==> src/sv/pcssa_pkg.sv <==
// pcssa_pkg: shared types and constants of the per-cpu stack slot allocator
// no dependencies; used by per_cpu_stack_slot_allocator_top
package pcssa_pkg;

  typedef enum logic [0:0] {
    CMD_ALLOC = 1'b0,
    CMD_FREE  = 1'b1
  } cmd_e;

  typedef enum logic [1:0] {
    STS_ALLOCATED     = 2'd0,
    STS_OUT_OF_SLOTS  = 2'd1,
    STS_FREED_LOCAL   = 2'd2,
    STS_FREE_DEFERRED = 2'd3
  } status_e;

  typedef enum logic [0:0] {
    FSM_IDLE = 1'b0,
    FSM_EXEC = 1'b1
  } fsm_e;

  // register index as decoded from the apb address
  typedef enum logic [0:0] {
    REG_STACK_TOP  = 1'b0,
    REG_SIZE_LOG2  = 1'b1
  } reg_e;

  localparam int AddrW      = 48;
  localparam int SizeLog2W  = 5;
  localparam int PaddrW     = 4;
  localparam int PdataW     = 64;
  localparam int RegSelBit  = 3;

  localparam logic [AddrW-1:0]     StackTopRst = '0;
  localparam logic [SizeLog2W-1:0] SizeLog2Rst = 5'd12;
  localparam logic [AddrW-1:0]     RedZone     = 48'd8;

  typedef struct packed {
    cmd_e       command;
    logic [1:0] domain;
    logic [2:0] cpu;
    logic [2:0] owner_cpu;
    logic [2:0] slot;
  } in_item_t;

  typedef struct packed {
    status_e          status;
    logic [2:0]       granted_slot;
    logic [AddrW-1:0] stack_address;
  } out_item_t;

endpackage

==> src/sv/pcssa_ram.sv <==
// pcssa_ram: generic single-write, single-read ram with registered read data
// no dependencies
module pcssa_ram #(
  parameter int Width = 8,
  parameter int Depth = 32,
  parameter int AW    = (Depth > 1) ? $clog2(Depth) : 1
) (
  input  logic             clk_i,
  input  logic             we_i,
  input  logic [AW-1:0]    waddr_i,
  input  logic [Width-1:0] wdata_i,
  input  logic [AW-1:0]    raddr_i,
  output logic [Width-1:0] rdata_o
);

  logic [Width-1:0] mem_q [Depth];

  always_ff @(posedge clk_i) begin
    if (we_i) begin
      mem_q[waddr_i] <= wdata_i;
    end
    rdata_o <= mem_q[raddr_i];
  end

endmodule

==> src/sv/per_cpu_stack_slot_allocator_top.sv <==
// per_cpu_stack_slot_allocator_top: stack slot allocator with deferred remote free
// depends on pcssa_pkg and pcssa_ram
//
// One table entry per (domain, cpu) pair holds the free map, the deferred-free
// map and the pending flag, all in a single ram word. An item is handled in an
// accept cycle and an execute cycle: in the accept cycle the entry index drives
// the ram read address, and in the following execute cycle the registered word
// is modified, written back and the result is loaded into the output register.
// The next item is taken only after that write, so items never overlap; the
// ram read is registered ahead of the read-modify-write. When the output register
// still holds an untaken result, the execute cycle waits until it is taken.
// Reset needs no clearing pass: a per-entry valid bit in flip-flops marks entries
// never written, which read as all slots free with nothing deferred.
// Configuration sits on a 64-bit apb port: stack_region_top at byte 0x0,
// stack_size_log2 at byte 0x8 (address bit 3 selects the register).
module per_cpu_stack_slot_allocator_top #(
  parameter int SLOTS_PER_CPU = 8,
  parameter int NUM_CPUS      = 8,
  parameter int NUM_DOMAINS   = 4
) (
  input  logic                            clk_i,
  input  logic                            rst_ni,
  // request channel
  input  logic                            in_valid_i,
  output logic                            in_stall_o,
  input  pcssa_pkg::in_item_t             in_item_i,
  // result channel
  output logic                            out_valid_o,
  input  logic                            out_stall_i,
  output pcssa_pkg::out_item_t            out_item_o,
  // configuration
  input  logic                            psel,
  input  logic                            penable,
  input  logic                            pwrite,
  input  logic [pcssa_pkg::PaddrW-1:0]    paddr,
  input  logic [pcssa_pkg::PdataW-1:0]    pwdata,
  output logic [pcssa_pkg::PdataW-1:0]    prdata,
  output logic                            pready
);

  localparam int Entries = NUM_DOMAINS * NUM_CPUS;
  localparam int EW      = (Entries > 1) ? $clog2(Entries) : 1;
  localparam int S       = SLOTS_PER_CPU;
  localparam int BW      = (S > 1) ? $clog2(S) : 1;
  localparam int WordW   = 2 * S + 1;
  // slot offset cpu*(S+1)+bit stays below 8*(S+1)
  localparam int MW      = $clog2(8 * (S + 1)) + 1;

  // ---------------------------------------------------------------------------
  // configuration registers
  // ---------------------------------------------------------------------------
  logic [pcssa_pkg::AddrW-1:0]     stack_top_q;
  logic [pcssa_pkg::SizeLog2W-1:0] size_log2_q;
  pcssa_pkg::reg_e                 reg_sel;
  logic                            cfg_we;

  assign pready  = 1'b1;
  assign reg_sel = pcssa_pkg::reg_e'(paddr[pcssa_pkg::RegSelBit]);
  assign cfg_we  = psel && penable && pwrite;

  always_ff @(posedge clk_i or negedge rst_ni) begin
    if (!rst_ni) begin
      stack_top_q <= pcssa_pkg::StackTopRst;
      size_log2_q <= pcssa_pkg::SizeLog2Rst;
    end else if (cfg_we) begin
      case (reg_sel)
        pcssa_pkg::REG_STACK_TOP: stack_top_q <= pwdata[pcssa_pkg::AddrW-1:0];
        pcssa_pkg::REG_SIZE_LOG2: size_log2_q <= pwdata[pcssa_pkg::SizeLog2W-1:0];
        default: ;
      endcase
    end
  end

  always_comb begin
    case (reg_sel)
      pcssa_pkg::REG_STACK_TOP:
        prdata = pcssa_pkg::PdataW'(stack_top_q);
      pcssa_pkg::REG_SIZE_LOG2:
        prdata = pcssa_pkg::PdataW'(size_log2_q);
      default:
        prdata = '0;
    endcase
  end

  // ---------------------------------------------------------------------------
  // request capture and entry lookup
  // ---------------------------------------------------------------------------
  pcssa_pkg::fsm_e     state_q, state_d;
  pcssa_pkg::in_item_t item_q;
  logic                in_accept;
  logic                proceed;

  assign in_stall_o = (state_q != pcssa_pkg::FSM_IDLE);
  assign in_accept  = in_valid_i && !in_stall_o;

  // alloc works on the requesting cpu, free on the owner
  function automatic logic [EW-1:0] entry_of(pcssa_pkg::in_item_t it);
    logic [2:0] c;
    c = (it.command == pcssa_pkg::CMD_ALLOC) ? it.cpu : it.owner_cpu;
    return EW'(int'(it.domain) * NUM_CPUS + int'(c));
  endfunction

  logic [EW-1:0] rd_idx;
  logic [EW-1:0] idx_q;

  // the read address holds on the captured item during execute so the
  // registered word stays put while the output waits
  assign rd_idx = in_accept ? entry_of(in_item_i) : idx_q;

  always_ff @(posedge clk_i) begin
    if (in_accept) begin
      item_q <= in_item_i;
      idx_q  <= entry_of(in_item_i);
    end
  end

  always_ff @(posedge clk_i or negedge rst_ni) begin
    if (!rst_ni) begin
      state_q <= pcssa_pkg::FSM_IDLE;
    end else begin
      state_q <= state_d;
    end
  end

  always_comb begin
    state_d = state_q;
    case (state_q)
      pcssa_pkg::FSM_IDLE: begin
        if (in_accept) begin
          state_d = pcssa_pkg::FSM_EXEC;
        end
      end
      pcssa_pkg::FSM_EXEC: begin
        if (proceed) begin
          state_d = pcssa_pkg::FSM_IDLE;
        end
      end
      default: state_d = pcssa_pkg::FSM_IDLE;
    endcase
  end

  // ---------------------------------------------------------------------------
  // entry table: {pending, deferred map, free map}
  // ---------------------------------------------------------------------------
  logic [WordW-1:0]   ram_rdata;
  logic [WordW-1:0]   ram_wdata;
  logic               ram_we;
  logic [Entries-1:0] valid_q;

  pcssa_ram #(
    .Width (WordW),
    .Depth (Entries),
    .AW    (EW)
  ) u_table (
    .clk_i   (clk_i),
    .we_i    (ram_we),
    .waddr_i (idx_q),
    .wdata_i (ram_wdata),
    .raddr_i (rd_idx),
    .rdata_o (ram_rdata)
  );

  always_ff @(posedge clk_i or negedge rst_ni) begin
    if (!rst_ni) begin
      valid_q <= '0;
    end else if (ram_we) begin
      valid_q[idx_q] <= 1'b1;
    end
  end

  // ---------------------------------------------------------------------------
  // execute: modify the entry and form the result
  // ---------------------------------------------------------------------------
  logic                 out_valid_q;
  pcssa_pkg::out_item_t out_q;
  pcssa_pkg::out_item_t res;

  logic [S-1:0]  free_map, defer_map;
  logic          pending;
  logic [S-1:0]  new_free, new_defer;
  logic          new_pending;
  logic [BW-1:0] low_bit;
  logic          found;
  logic          alloc_ok;
  logic          free_ok;
  logic          is_local;
  logic          need_wr;
  logic [S-1:0]  slot_mask;
  logic [MW-1:0] slot_ofs;
  logic [pcssa_pkg::AddrW-1:0] slot_size;
  logic [pcssa_pkg::AddrW-1:0] ofs_bytes;

  assign proceed = (state_q == pcssa_pkg::FSM_EXEC) && (!out_valid_q || !out_stall_i);

  always_comb begin
    // never-written entries read as reset contents
    if (valid_q[idx_q]) begin
      {pending, defer_map, free_map} = ram_rdata;
    end else begin
      pending   = 1'b0;
      defer_map = '0;
      free_map  = '1;
    end

    // lowest free slot
    found   = 1'b0;
    low_bit = '0;
    for (int i = S - 1; i >= 0; i--) begin
      if (free_map[i]) begin
        found   = 1'b1;
        low_bit = BW'(i);
      end
    end

    alloc_ok  = (int'(item_q.domain) < NUM_DOMAINS) && (int'(item_q.cpu) < NUM_CPUS);
    free_ok   = (int'(item_q.domain) < NUM_DOMAINS) && (int'(item_q.owner_cpu) < NUM_CPUS)
                && (int'(item_q.slot) < S);
    is_local  = (item_q.cpu == item_q.owner_cpu);
    slot_mask = S'(1) << item_q.slot;

    slot_ofs  = MW'(item_q.cpu) * MW'(S + 1) + MW'(low_bit);
    slot_size = pcssa_pkg::AddrW'(1) << size_log2_q;
    ofs_bytes = pcssa_pkg::AddrW'(slot_ofs) << size_log2_q;

    new_free    = free_map;
    new_defer   = defer_map;
    new_pending = pending;
    need_wr     = 1'b0;

    res.status        = pcssa_pkg::STS_OUT_OF_SLOTS;
    res.granted_slot  = '0;
    res.stack_address = '0;

    case (item_q.command)
      pcssa_pkg::CMD_ALLOC: begin
        if (alloc_ok) begin
          need_wr = 1'b1;
          if (found) begin
            new_free[low_bit] = 1'b0;
            res.status        = pcssa_pkg::STS_ALLOCATED;
            res.granted_slot  = 3'(low_bit);
            res.stack_address = stack_top_q - ofs_bytes + slot_size - pcssa_pkg::RedZone;
          end
          // merged frees show up from the next alloc on
          if (pending) begin
            new_free    = new_free | defer_map;
            new_defer   = '0;
            new_pending = 1'b0;
          end
        end
      end
      pcssa_pkg::CMD_FREE: begin
        res.status = is_local ? pcssa_pkg::STS_FREED_LOCAL : pcssa_pkg::STS_FREE_DEFERRED;
        if (free_ok) begin
          need_wr = 1'b1;
          if (is_local) begin
            new_free = free_map | slot_mask;
          end else begin
            new_defer   = defer_map | slot_mask;
            new_pending = 1'b1;
          end
        end
      end
      default: ;
    endcase

    ram_wdata = {new_pending, new_defer, new_free};
    ram_we    = proceed && need_wr;
  end

  // ---------------------------------------------------------------------------
  // output register
  // ---------------------------------------------------------------------------
  always_ff @(posedge clk_i or negedge rst_ni) begin
    if (!rst_ni) begin
      out_valid_q <= 1'b0;
    end else if (proceed) begin
      out_valid_q <= 1'b1;
    end else if (!out_stall_i) begin
      out_valid_q <= 1'b0;
    end
  end

  always_ff @(posedge clk_i) begin
    if (proceed) begin
      out_q <= res;
    end
  end

  assign out_valid_o = out_valid_q;
  assign out_item_o  = out_q;

  // ---------------------------------------------------------------------------
  // assertions
  // ---------------------------------------------------------------------------
  a_result_after_exec: assert property (@(posedge clk_i) disable iff (!rst_ni)
    $rose(out_valid_q) |-> $past(state_q == pcssa_pkg::FSM_EXEC))
    else $error("result appeared without an execute cycle");

  a_no_grant_fields: assert property (@(posedge clk_i) disable iff (!rst_ni)
    out_valid_o && (out_item_o.status != pcssa_pkg::STS_ALLOCATED)
      |-> (out_item_o.granted_slot == '0) && (out_item_o.stack_address == '0))
    else $error("slot or address set on a non-grant result");

  a_entry_marked: assert property (@(posedge clk_i) disable iff (!rst_ni)
    ram_we |=> valid_q[$past(idx_q)])
    else $error("written entry not marked valid");

  a_one_exec: assert property (@(posedge clk_i) disable iff (!rst_ni)
    in_accept |=> (state_q == pcssa_pkg::FSM_EXEC) && !in_accept)
    else $error("item taken while another is in execute");

endmodule
==> config.mk <==
export PLATFORM = sky130hd
export DESIGN_NAME = per_cpu_stack_slot_allocator_top
export DESIGN_NICKNAME = d
export VERILOG_FILES = /design/src/sv/pcssa_pkg.sv /design/src/sv/pcssa_ram.sv /design/src/sv/per_cpu_stack_slot_allocator_top.sv
export SDC_FILE = /design/constraint.sdc
export NUM_CORES = 1
export LEC_CHECK = 0
export ABC_AREA = 1
export BUFFER_PORTS_ARGS = -buffer_cell sky130_fd_sc_hd__buf_2
export CORE_MARGIN = 2
export CORE_UTILIZATION = 49
export DETAILED_ROUTE_END_ITERATION = 6
export HOLD_SLACK_MARGIN = 0.02
export PLACE_DENSITY = 0.66
export SETUP_SLACK_MARGIN = 0.15
export SYNTH_ARGS = -nofsm -noshare
export SYNTH_HDL_FRONTEND = slang
export SYNTH_SLANG_ARGS = --single-unit
==> constraint.sdc <==
create_clock -name clk_i -period 8.1 [get_ports clk_i]
set_clock_uncertainty 0.2 [all_clocks]
set_input_delay 1.215 -clock clk_i [delete_from_list [all_inputs] [get_ports clk_i]]
set_output_delay 1.215 -clock clk_i [all_outputs]
set_load 0.005 [all_outputs]
# Word level (Yosys, flattened, before mapping)
# Memory sizes are Yosys's and may differ from the RTL's. A register that Yosys moved wholly into a read port is not among the register bits.
# Index checks and enable logic that the tools add are counted.
# Widths: inputs -> output; s select.
# word_totals
register_bits,155
mem_bits_ro,0
output_inout_bits,120
mem_count,1
inputBits,87
ramBits,544
latch_bits,0
word_cells,100
# memory_table
name,words,word_bits,rd,rd_clocked_by_memory_dff,wr,line,rtl
u_table.mem_q,32,17,1,1,1,pcssa_ram.sv:16,logic [Width-1:0] mem_q [Depth];
# classes
eq_ne,2
n_div,0
bitwise_logic,10
add_sub_neg,5
n_shift,3
mux,48
n_mul,1
n_lt_le_gt_ge,4
n_reduce_logical,13
# op_table
op,n
$pmux 64 s2,1
$mux 8,8
$mux 52,1
$add 48x48->48,1
$shl 1x5->48 const A,1
$shl 8x5->48,1
$sub 48x4->48 const B,1
$sub 48x48->48,1
$or 32x32->32,1
$pmux 8 s2,2
$mux 3,9
$or 8x8->8,3
$mux 1,20
$add 7x3->8,1
$and 8x8->8,1
$not 8->8,1
$shl 1x3->8 const A,1
$mul 3x4->7 const B,1
$logic_and 1x1->1,6
$lt 5x6->1 const B,1
$add 5x3->5,1
$bmux 1 s5,1
$demux 1 s5,1
$ge 5x1->1 const B,1
other kinds (13),20

# Longest topological paths before layout
# Gate-level depths: netlist of the first run.
# depth
ltp_word,22
depth_mapped,44
mapped_depth_nobuf,43

# Cells and area by module
# Synthesis of the first run repeated with hierarchy kept, for this count alone.
# hier_totals
cells_unflattened,3552
area_unflattened_um2,34637.0
# by_module_without_submodules
module,n_inst,area_each_um2,cells_per_inst,seq_area_each_um2
pcssa_ram,1,22379.0,1902,16676.0
per_cpu_stack_slot_allocator_top,1,12258.0,1650,4171.5

# Worst setup path before layout of the first run
# OpenSTA, ideal clock, no wires.
# synth_path
path_kind,in2reg
startpoint,input port out_stall_i
endpoint,memory u_table.mem_q[10][0] (netlist bit) (enable)
path_slack_ps,1672
t_required_ps,7508
setup_ps,392
cell_stages,3
n_path_buf,0
arrival_ps,5835
path_cell_list,a21oi_1 nand3_1 nor2_1
# synth_via
elab_chain_cells,5
# synth_rtl
item,line,rtl
start: declaration,per_cpu_stack_slot_allocator_top.sv:29,"input logic out_stall_i,"
$logic_not 1->1,--,
$logic_or 1x1->1,per_cpu_stack_slot_allocator_top.sv:193,assign proceed = (state_q == pcssa_pkg::FSM_EXEC) && (!out_valid_q || !out_stall_i);
$logic_and 1x1->1,per_cpu_stack_slot_allocator_top.sv:193,
$mux 1,pcssa_ram.sv:19,if (we_i) begin
$mux 1 (implied by the code),pcssa_ram.sv:20,mem_q[waddr_i] <= wdata_i;
end: declaration,pcssa_ram.sv:16,
# No other way between the ends.

# Worst setup path after layout of the first run
# layout_path
startpoint,register idx_q[2]
endpoint,"register out_q, in the netlist out_item_o[44], data pin"
# layout_via
elab_chain_cells,16
word_cells_on_any_way,26
cone_classes,add/sub: 4; shift: 1; mux: 19; bitwise: 1; reduce/logical: 1
# layout_rtl
item,line,rtl
start: declaration,per_cpu_stack_slot_allocator_top.sv:104,logic [EW-1:0] idx_q;
start signal: assignment,per_cpu_stack_slot_allocator_top.sv:113,idx_q <= entry_of(in_item_i);
$bmux 1 s5 (*),per_cpu_stack_slot_allocator_top.sv:197,if (valid_q[idx_q]) begin
$mux 1 (implied by the code) (*),per_cpu_stack_slot_allocator_top.sv:197,
$mux 8 (*),per_cpu_stack_slot_allocator_top.sv:197,
$mux 3 (7 in series),per_cpu_stack_slot_allocator_top.sv:209,if (free_map[i]) begin
$mux 3 (*),per_cpu_stack_slot_allocator_top.sv:209,
via low_bit[1],per_cpu_stack_slot_allocator_top.sv:182,logic [BW-1:0] low_bit;
$add 7x3->8 (*),per_cpu_stack_slot_allocator_top.sv:221,slot_ofs = MW'(item_q.cpu) * MW'(S + 1) + MW'(low_bit);
$shl 8x5->48 (*),per_cpu_stack_slot_allocator_top.sv:223,ofs_bytes = pcssa_pkg::AddrW'(slot_ofs) << size_log2_q;
$sub 48x48->48 (*),per_cpu_stack_slot_allocator_top.sv:242,res.stack_address = stack_top_q - ofs_bytes + slot_size - pcssa_pkg::RedZone;
$add 48x48->48 (*),per_cpu_stack_slot_allocator_top.sv:242,
$sub 48x4->48 (*),per_cpu_stack_slot_allocator_top.sv:242,
end signal: assignment,per_cpu_stack_slot_allocator_top.sv:286,out_q <= res;
end: declaration,per_cpu_stack_slot_allocator_top.sv:175,pcssa_pkg::out_item_t out_q;
# The timed path passes the listed nets; every way through them passes the cells marked *. The select of a mux whose other input is x is not followed.
# A chain may end at the register's enable or synchronous reset.

==> results of run 1 <==
## worst paths after layout
check / slack (ns) / endpoint / cells after the start / startpoint
setup / recovery: 0.51 / out_item_o[44]$_SDFFCE_PP0P_ / 36 / idx_q[2]$_DFF_P_
hold / removal: 0.26 / valid_q[4]$_DFFE_PN0P_ / 2 / valid_q[4]$_DFFE_PN0P_
setup reg to reg: 0.51 / out_item_o[44]$_SDFFCE_PP0P_ / 36 / idx_q[2]$_DFF_P_
hold reg to reg: 0.26 / valid_q[4]$_DFFE_PN0P_ / 2 / valid_q[4]$_DFFE_PN0P_
max in group asynchronous: 6.24 / valid_q[20]$_DFFE_PN0P_ / 2 / rst_ni
min in group asynchronous: 0.34 / stack_top_q[42]$_DFFE_PN0P_ / 1 / rst_ni
## per-stage QoR
step	power (mW)	std cells	hold slack (ns)	setup slack, ns
floorplan	8.03	3229	0.224	1.67
global placement	9.60	4218	0.235	0.462
detailed placement	9.70	4218	0.252	0.410
CTS	13.1	4357	0.266	0.356
global route	13.9	4361	0.283	0.128
finish	13.1	4362	0.261	0.509
## synthesized netlist by cell type, drive strengths merged
library cell,instances
a21boi,5
a21o,6
a21oi,174
a22oi,3
a31oi,23
a32o,1
and3,1
buf,63
clkbuf,117
clkinv,3
conb,2
dfrtp,85
dfstp,2
dfxtp,22
edfxtp,607
fa,33
ha,97
inv,256
mux2i,4
nand2,449
nand3,111
nand4,23
nor2,509
nor3,34
nor3b,1
nor4,5
o211ai,20
o21a,8
o21ai,250
o21bai,123
o22ai,4
o311ai,121
o31ai,2
or2,36
xnor2,5
xor2,9
## flip-flops by register name, indices dropped and copies added, names as in the netlist
register and cells:
idx_q 5, in_stall_o 1, item_q 10, out_item_o 53, out_valid_o 1, size_log2_q 5
stack_top_q 48, u_table.mem_q 544, u_table.rdata_o 17, valid_q 32
## metal layers
| metal | up-vias | wire length, um |
|---|---|---|
| li1 | 11600 | - |
| met1 | 12200 | 38800 |
| met2 | 850 | 48100 |
| met3 | 222 | 5160 |
| met4 | 4 | 5070 |
| met5 | - | 28 |
## worst max-delay path, delay by kind of cell (launching register included)
kind            cells  cell delay [ns]
flops               1             0.40
simple gates       14             1.99
compound gates     10             1.96
xor+xnor            1             0.16
fa+ha+maj           6             2.05
buf+inv             4             0.45
mux                 1             0.18
## power groups by stage
stage | Clock [mW] | Sequential [mW] | Combinational [mW]
after floorplan | 0 | 4.93 | 3.10
after global placement | 0 | 4.98 | 4.62
after detailed placement | 0 | 4.99 | 4.71
after CTS | 3.43 | 4.92 | 4.73
after global routing | 3.59 | 4.96 | 5.32
final | 3.39 | 4.93 | 4.78
## cell families (layout without fill, tap and decap cells)
kind of cell / Yosys count / count (layout) / synth area share, %
fa+ha+maj: 130 / 130 / 5.51
mux: 4 / 4 / 0.118
compound gates: 740 / 740 / 13.6
other cells: 2 / 18 / 0.0221
flops: 716 / 716 / 61.2
xor+xnor: 14 / 14 / 0.360
buf+inv: 439 / 640 / 5.17
simple gates: 1169 / 1169 / 13.9
## area by class of cell
cell class              instances  area [um^2]  share of cell area (%)
repair buffers                242         1430                    3.71
well taps                     931         1160                    3.03
flip-flops and latches        716        20900                    54.2
diodes                          1         2.50                 0.00650
clock inverters                31          348                   0.904
multi-input cells            2074        11600                    30.2
clock buffers                 108         2080                    5.41
inverters                     259          992                    2.58
## repair_timing
action                     CTS  global route
hold endpoints to repair     0             0
buffers inserted             0             4
setup endpoints to repair    0            32
resized for setup            0            26
==> run summary, run 1 <==
The run finished with clean final reports. The tool flagged a number of max-cap violations equal to 0. The portion of total power attributed to sequential cells came out at 37.6%. The global routing stage identified its most utilized layer as met2. The horizontal die dimension is 268 um. The initial antenna violation count is 3.

The clock edge transition at the registers on the reported setup and hold paths came out at 0.06 ns. The clock buffer count from CTS came out at 76. The synthesized design spends more area on one cell type than any other, namely sky130_fd_sc_hd__edfxtp_1. Port buffering added 170 buffers. The post-route DRC violation count came out at 0. In the final routed layout, each cell accounts on average for 22.3 um.

The post-layout minimum cycle time came out at 7.59 ns. The global routing met1 resource utilization came out at 33.7%. The period utilization is 93.7%.

The sum of negative setup slack is 0 ns. The required time of the critical path came out at 8.36 ns. The clock reaches the later pin of the worst-skew pair after 0.63 ns. The max-slew violation count is 0. The relative contribution of combinational cells to total power is 36.5%. The CTS root buffer is sky130_fd_sc_hd__clkbuf_16.

The number of synthesis warnings is 0. After synthesis, the cell types taking the most area are sky130_fd_sc_hd__edfxtp_1, sky130_fd_sc_hd__dfrtp_1, sky130_fd_sc_hd__nor2_1. The synthesized instance count is 3214. The synthesized netlist occupies a cell area of 34000 um^2.

The final cell utilization of the core came out at 56.0%. For the pin with the worst max-slew slack, the measured transition is 1.20 ns. The standard-cell row count came out at 96.

TritonCTS built the clock tree. The proportion of total power due to net switching is 37.4%. The mean instance size in the synthesized netlist came out at 10.6 um^2. The clock tree buffer depth came out at 3. The tightest min-delay check is of the reg -> reg type. The final-layout fill cell count is 5885. The largest net degree at the start of global routing came out at 180. The maximum fanout encountered on the critical timing path came out at 8. The total clock sinks is 716. The standard cell core area is 68700 um^2.

The ratio of cells with drive above 1 in the final layout came out at 12.3%. The global-route usage over all layers came out at 27.0%. The count of boundary I/O pins came out at 207.

The switching power is 4.90 mW. The DRC marker count from the first detailed-route iteration is 2316. The final count of hold timing violations came out at 0. The post-synthesis sequential area ratio is 61.2%. Per report_power, the clock group accounts for 25.9% of the total. Derived from the worst setup path, the maximum achievable clock frequency is 132 MHz.

The total wire length after detailed routing is 97100 um. The final global-route overflow total came out at 0. For this configuration, the core starts out at a cell density of 49.5%. The floorplan step defined a die boundary enclosing 71600 um^2. The number of detailed-routing iterations run before antenna repair is 6. The met3 usage is 3.57%. The internal cell power came out at 8.19 mW. Detailed placement ended at an HPWL of 63700 um. The number of setup violations in the final report is 0. The post-route cell area is 38500 um^2.

The maximum level of the CTS H-tree is 3. The met2 layer usage reported by global route came out at 46.5%. The total leakage power came out at 15.0 nW. The data arrival time of the worst path came out at 7.85 ns. Measured against its own limit, the worst slew margin works out to 19.5%. The critical path in this run is classified as reg -> reg.

The routed via count came out at 24800. The number of hold-repair buffers added at the cts stage came out at 0. The ratio of total power to cell area came out at 340 nW/um^2.

The type of origin of the critical path is a flip-flop. After synthesis, the largest area contributor takes up 53.5% of total cell area. The worst stage delay on the critical path came out at 0.48 ns. In the layout the commonest cells are sky130_fd_sc_hd__edfxtp_1, sky130_fd_sc_hd__nor2_1, sky130_fd_sc_hd__nand2_1.

STA classifies the critical path endpoint as a flip-flop. The relative area change from synthesis to final layout came out at 13.1%. The average vias per placed instance is 5.69.

The worst-path cell with the longest stage delay is sky130_fd_sc_hd__fa_1. The library cell used most frequently in the layout, excluding fill and tap cells, is sky130_fd_sc_hd__edfxtp_1. The number of synthesized register bits came out at 716. The wire length of the first global-routing pass came out at 144000 um. The placed instance area is 35900 um^2.

The count of distinct cell types in the synthesized netlist came out at 48. The last weighted congestion value of the routability-driven placer came out at 0.907. The number of global-route vias before repair came out at 24300.

Once detail routing completed, the nets flagged for antenna violations numbered 0. Setup repair after global routing left no endpoint under its margin. The maximum resistive drop on vdd came out at 0.200 mV. In the final design database the tool counted 3586 nets. From bottom edge to top edge, the die measures 268 um.
Note: power is estimated with default switching activity, not from simulation.
==> inputs of run 2 (changes only) <==
--- a/config.mk
+++ b/config.mk
@@ -9,6 +9,7 @@
 export BUFFER_PORTS_ARGS = -buffer_cell sky130_fd_sc_hd__buf_2
 export CORE_MARGIN = 2
 export CORE_UTILIZATION = 49
+export CTS_BUF_LIST = sky130_fd_sc_hd__clkbuf_4
 export DETAILED_ROUTE_END_ITERATION = 6
 export HOLD_SLACK_MARGIN = 0.02
 export PLACE_DENSITY = 0.66
==> run 2 against run 1 <==
- sequential power is essentially flat
- count of clock-buffer cells in the layout grew 154
- maximum frequency grew 0.70%
- global-route usage grew 0.33 points
- critical path type unchanged
==> run summary, run 2 (synthesis gave the netlist of run 1 again) <==
The run finished with clean final reports. The final global-route overflow total is 0 (unchanged). The final count of hold timing violations is 0 (unchanged). The horizontal die dimension was 268 um (unchanged). The total area of multi-input combinational cells came out at 11600 um^2 (about the same). In the layout the commonest cells are sky130_fd_sc_hd__edfxtp_1, sky130_fd_sc_hd__nor2_1, sky130_fd_sc_hd__nand2_1.

The overall die area is 71600 um^2 (unchanged). TritonCTS built the clock tree. Ranked by flip-flop count, first place goes to u_table.mem_q.

The worst setup path is launched from a flip-flop. In this design, the critical path's most frequently occurring cell is sky130_fd_sc_hd__nand2_1. The max-slew violation count is 0 (unchanged). The path depth of the worst reg2reg path came out at 35 (-2.8%). The largest net degree at the start of global routing is 180 (unchanged). In this run the critical register-to-register path is launched from idx_q[4]$_DFF_P_. The sequential cell area is 20900 um^2 (about the same).

The startpoint identified for the worst hold timing path is in_item_i[3]. The DRC marker count from the first detailed-route iteration is 2235 (-3.5%). The upper clock frequency limit came out at 133 MHz (+0.70%). The actual transition at the worst max-transition pin was 1.25 ns (+0.0510 ns).

The post-DP HPWL came out at 63700 um (unchanged). The maximum resistive drop on vdd is 0.208 mV (+3.8%). The worst stage delay on the critical path is 0.47 ns (about the same).

The clock tree buffer depth came to 3 (unchanged). The initial antenna violation count came out at 4 (+1). The worst setup path is captured at a flip-flop. The ratio of cells with drive above 1 in the final layout is 16.6% (+4.3 points). The final-layout fill cell count came out at 5988 (+1.8%). The required time of the critical path is 8.73 ns (+0.37 ns).

The final-stage net count came out at 3688 (+2.8%). The post-layout minimum cycle time is 7.54 ns (-0.0531 ns). The number of max-capacitance violations reported is 0 (unchanged). The worst reg-to-reg setup slack came out at 0.56 ns (+0.05 ns).

The die height came to 268 um (unchanged). The clock buffer count from CTS is 179 (+140%). The last weighted congestion value of the routability-driven placer came out at 0.907 (unchanged). The period utilization came out at 93.1% (-0.66 points). The total leakage power is 15.2 nW (+1.1%). The post-route DRC violation count is 0 (unchanged). The insertion delay of the later-clocked pin in the worst-skew pair came out at 1.05 ns (+0.42 ns).

Among all stages on the critical path, the largest delay is contributed by sky130_fd_sc_hd__fa_1. The mean routed wirelength per cell is 21.6 um (-3.2%). The maximum fanout encountered on the critical timing path was 8 (unchanged). The remaining antenna violation count came out at 0 (unchanged). The switching power was 4.92 mW (+0.43%). The worst hold slack was 0.193 ns (-0.0676 ns).

The capturing point of the worst reg2reg path is out_item_o[35]$_SDFFCE_PP0P_. The number of flip-flops in the largest register was 544 (unchanged). The final cell utilization of the core is 55.8% (-0.27 points). The routed via count came out at 25300 (+2.1%). The portion of total power attributed to sequential cells was 38.9% (+1.3 points). The relative area change from synthesis to final layout is 12.5%. The count of buffers from port buffering came to 170 (unchanged). The relative contribution of combinational cells to total power came to 37.6% (+1.1 points).

The power share of the clock group came to 23.6% (-2.3 points). The standard cell core area is 68700 um^2 (unchanged). The number of setup violations in the final report came out at 0 (unchanged). The standard-cell row count is 96 (unchanged). The average vias per placed instance came out at 5.59 (-1.7%).

The data arrival time of the worst path came out at 8.17 ns (+0.32 ns). The number of detailed-routing iterations run before antenna repair came out at 6 (unchanged). The category of the critical setup timing path is reg -> reg. The global-route usage over all layers is 27.4% (+0.33 points).

The number of global-route vias before repair was 25100 (+3.0%). The maximum level of the CTS H-tree came out at 4 (+1). The total wire length after detailed routing is 97700 um (+0.57%). Setup repair after global routing left no endpoint under its margin.

The class of the tightest hold or removal check is in -> reg. The tree is rooted in a sky130_fd_sc_hd__clkbuf_4. The total clock sinks is 716 (unchanged).

The wire length of the first global-routing pass was 146000 um (+0.96%). The proportion of total power due to net switching is 38.9% (+1.4 points). The clock edge transition at the registers on the reported setup and hold paths is 0.06 ns (about the same).

The relative slew slack came out at 16.1% (-3.4 points). The initial core utilization is 49.5% (unchanged). The sum of negative setup slack is 0 ns (unchanged).

The count of boundary I/O pins came out at 207 (unchanged). Leaving out fill and tap cells, the most frequent cell in the layout is sky130_fd_sc_hd__edfxtp_1. For hold timing, the worst endpoint is item_q[3]$_DFFE_PP_. The ratio of total power to cell area came to 331 nW/um^2 (-2.8%). The internal cell power is 7.75 mW (-5.4%). The number of cells on the worst hold path came to 1 (-1).
[run 2: layout make-up]
type | count | area share, %
multi-input combinational | 2074 | 30.3
clock inverter | 46 | 0.800
clock buffer | 262 | 5.13
inverter | 259 | 2.58
timing repair buffer | 241 | 3.68
antenna | 2 | 0.0131
sequential | 716 | 54.4
tap | 931 | 3.04
[run 2: critical path, delay by kind of cell (launching register included)]
kind,cells,cell delay [ns]
xor gates and xnor gates,1,0.18
muxes,1,0.12
buffers and inverters,4,0.52
and+or+nand+nor,13,1.62
DFF,1,0.45
AOI/OAI and AO/OA,10,2.21
adders and majority gates,6,2.03
[run 2: per-layer routing]
metal  vias up  global-route usage [%]  wire length, um
li1      11900                       -                -
met1     12400                    33.6            38800
met2       873                    46.5            48800
met3       195                    4.83             5570
met4         6                    13.9             4450
met5         -                       0               45
[run 2: worst max path at each step]
| stage | to | cells after the start | slack (ns) | start |
|---|---|---|---|---|
| final | out_item_o[35]$_SDFFCE_PP0P_ | 35 | 0.56 | idx_q[4]$_DFF_P_ |
| after global routing | out_item_o[46]$_SDFFCE_PP0P_ | 41 | 0.13 | idx_q[4]$_DFF_P_ |
| after CTS | out_item_o[35]$_SDFFCE_PP0P_ | 38 | 0.41 | idx_q[0]$_DFF_P_ |
| after detailed placement | out_item_o[35]$_SDFFCE_PP0P_ | 38 | 0.41 | idx_q[0]$_DFF_P_ |
| after global placement | out_item_o[35]$_SDFFCE_PP0P_ | 38 | 0.46 | idx_q[0]$_DFF_P_ |
| after floorplan | u_table.mem_q[10][0]$_DFFE_PP_ | 3 | 1.67 | out_stall_i |
[run 2: per-stage QoR]
step	instance area, um^2	power, mW	std cells	setup WS (ns)
after CTS	38200	12.7	4527	0.407
after floorplan	34100	8.03	3229	1.67
after global routing	38300	13.5	4530	0.128
final	38300	12.7	4531	0.562
after global placement	35900	9.60	4218	0.462
after detailed placement	35900	9.70	4218	0.410
[run 2: timing repair]
action,4_1_cts,5_1_grt
hold endpoints to repair,29,0
resized for setup,0,22
endpoints found under the setup margin,0,28
hold buffers,1,0
setup buffers,0,2
[run 2: power groups by stage]
| stage | clock network, mW | registers (mW) | logic (mW) |
|---|---|---|---|
| 6_report | 2.98 | 4.92 | 4.76 |
| 5_1_grt | 3.24 | 4.95 | 5.31 |
| 4_1_cts | 3.06 | 4.92 | 4.73 |
| 3_5_place_dp | 0 | 4.99 | 4.71 |
| 3_3_place_gp | 0 | 4.98 | 4.62 |
| 2_1_floorplan | 0 | 4.93 | 3.10 |
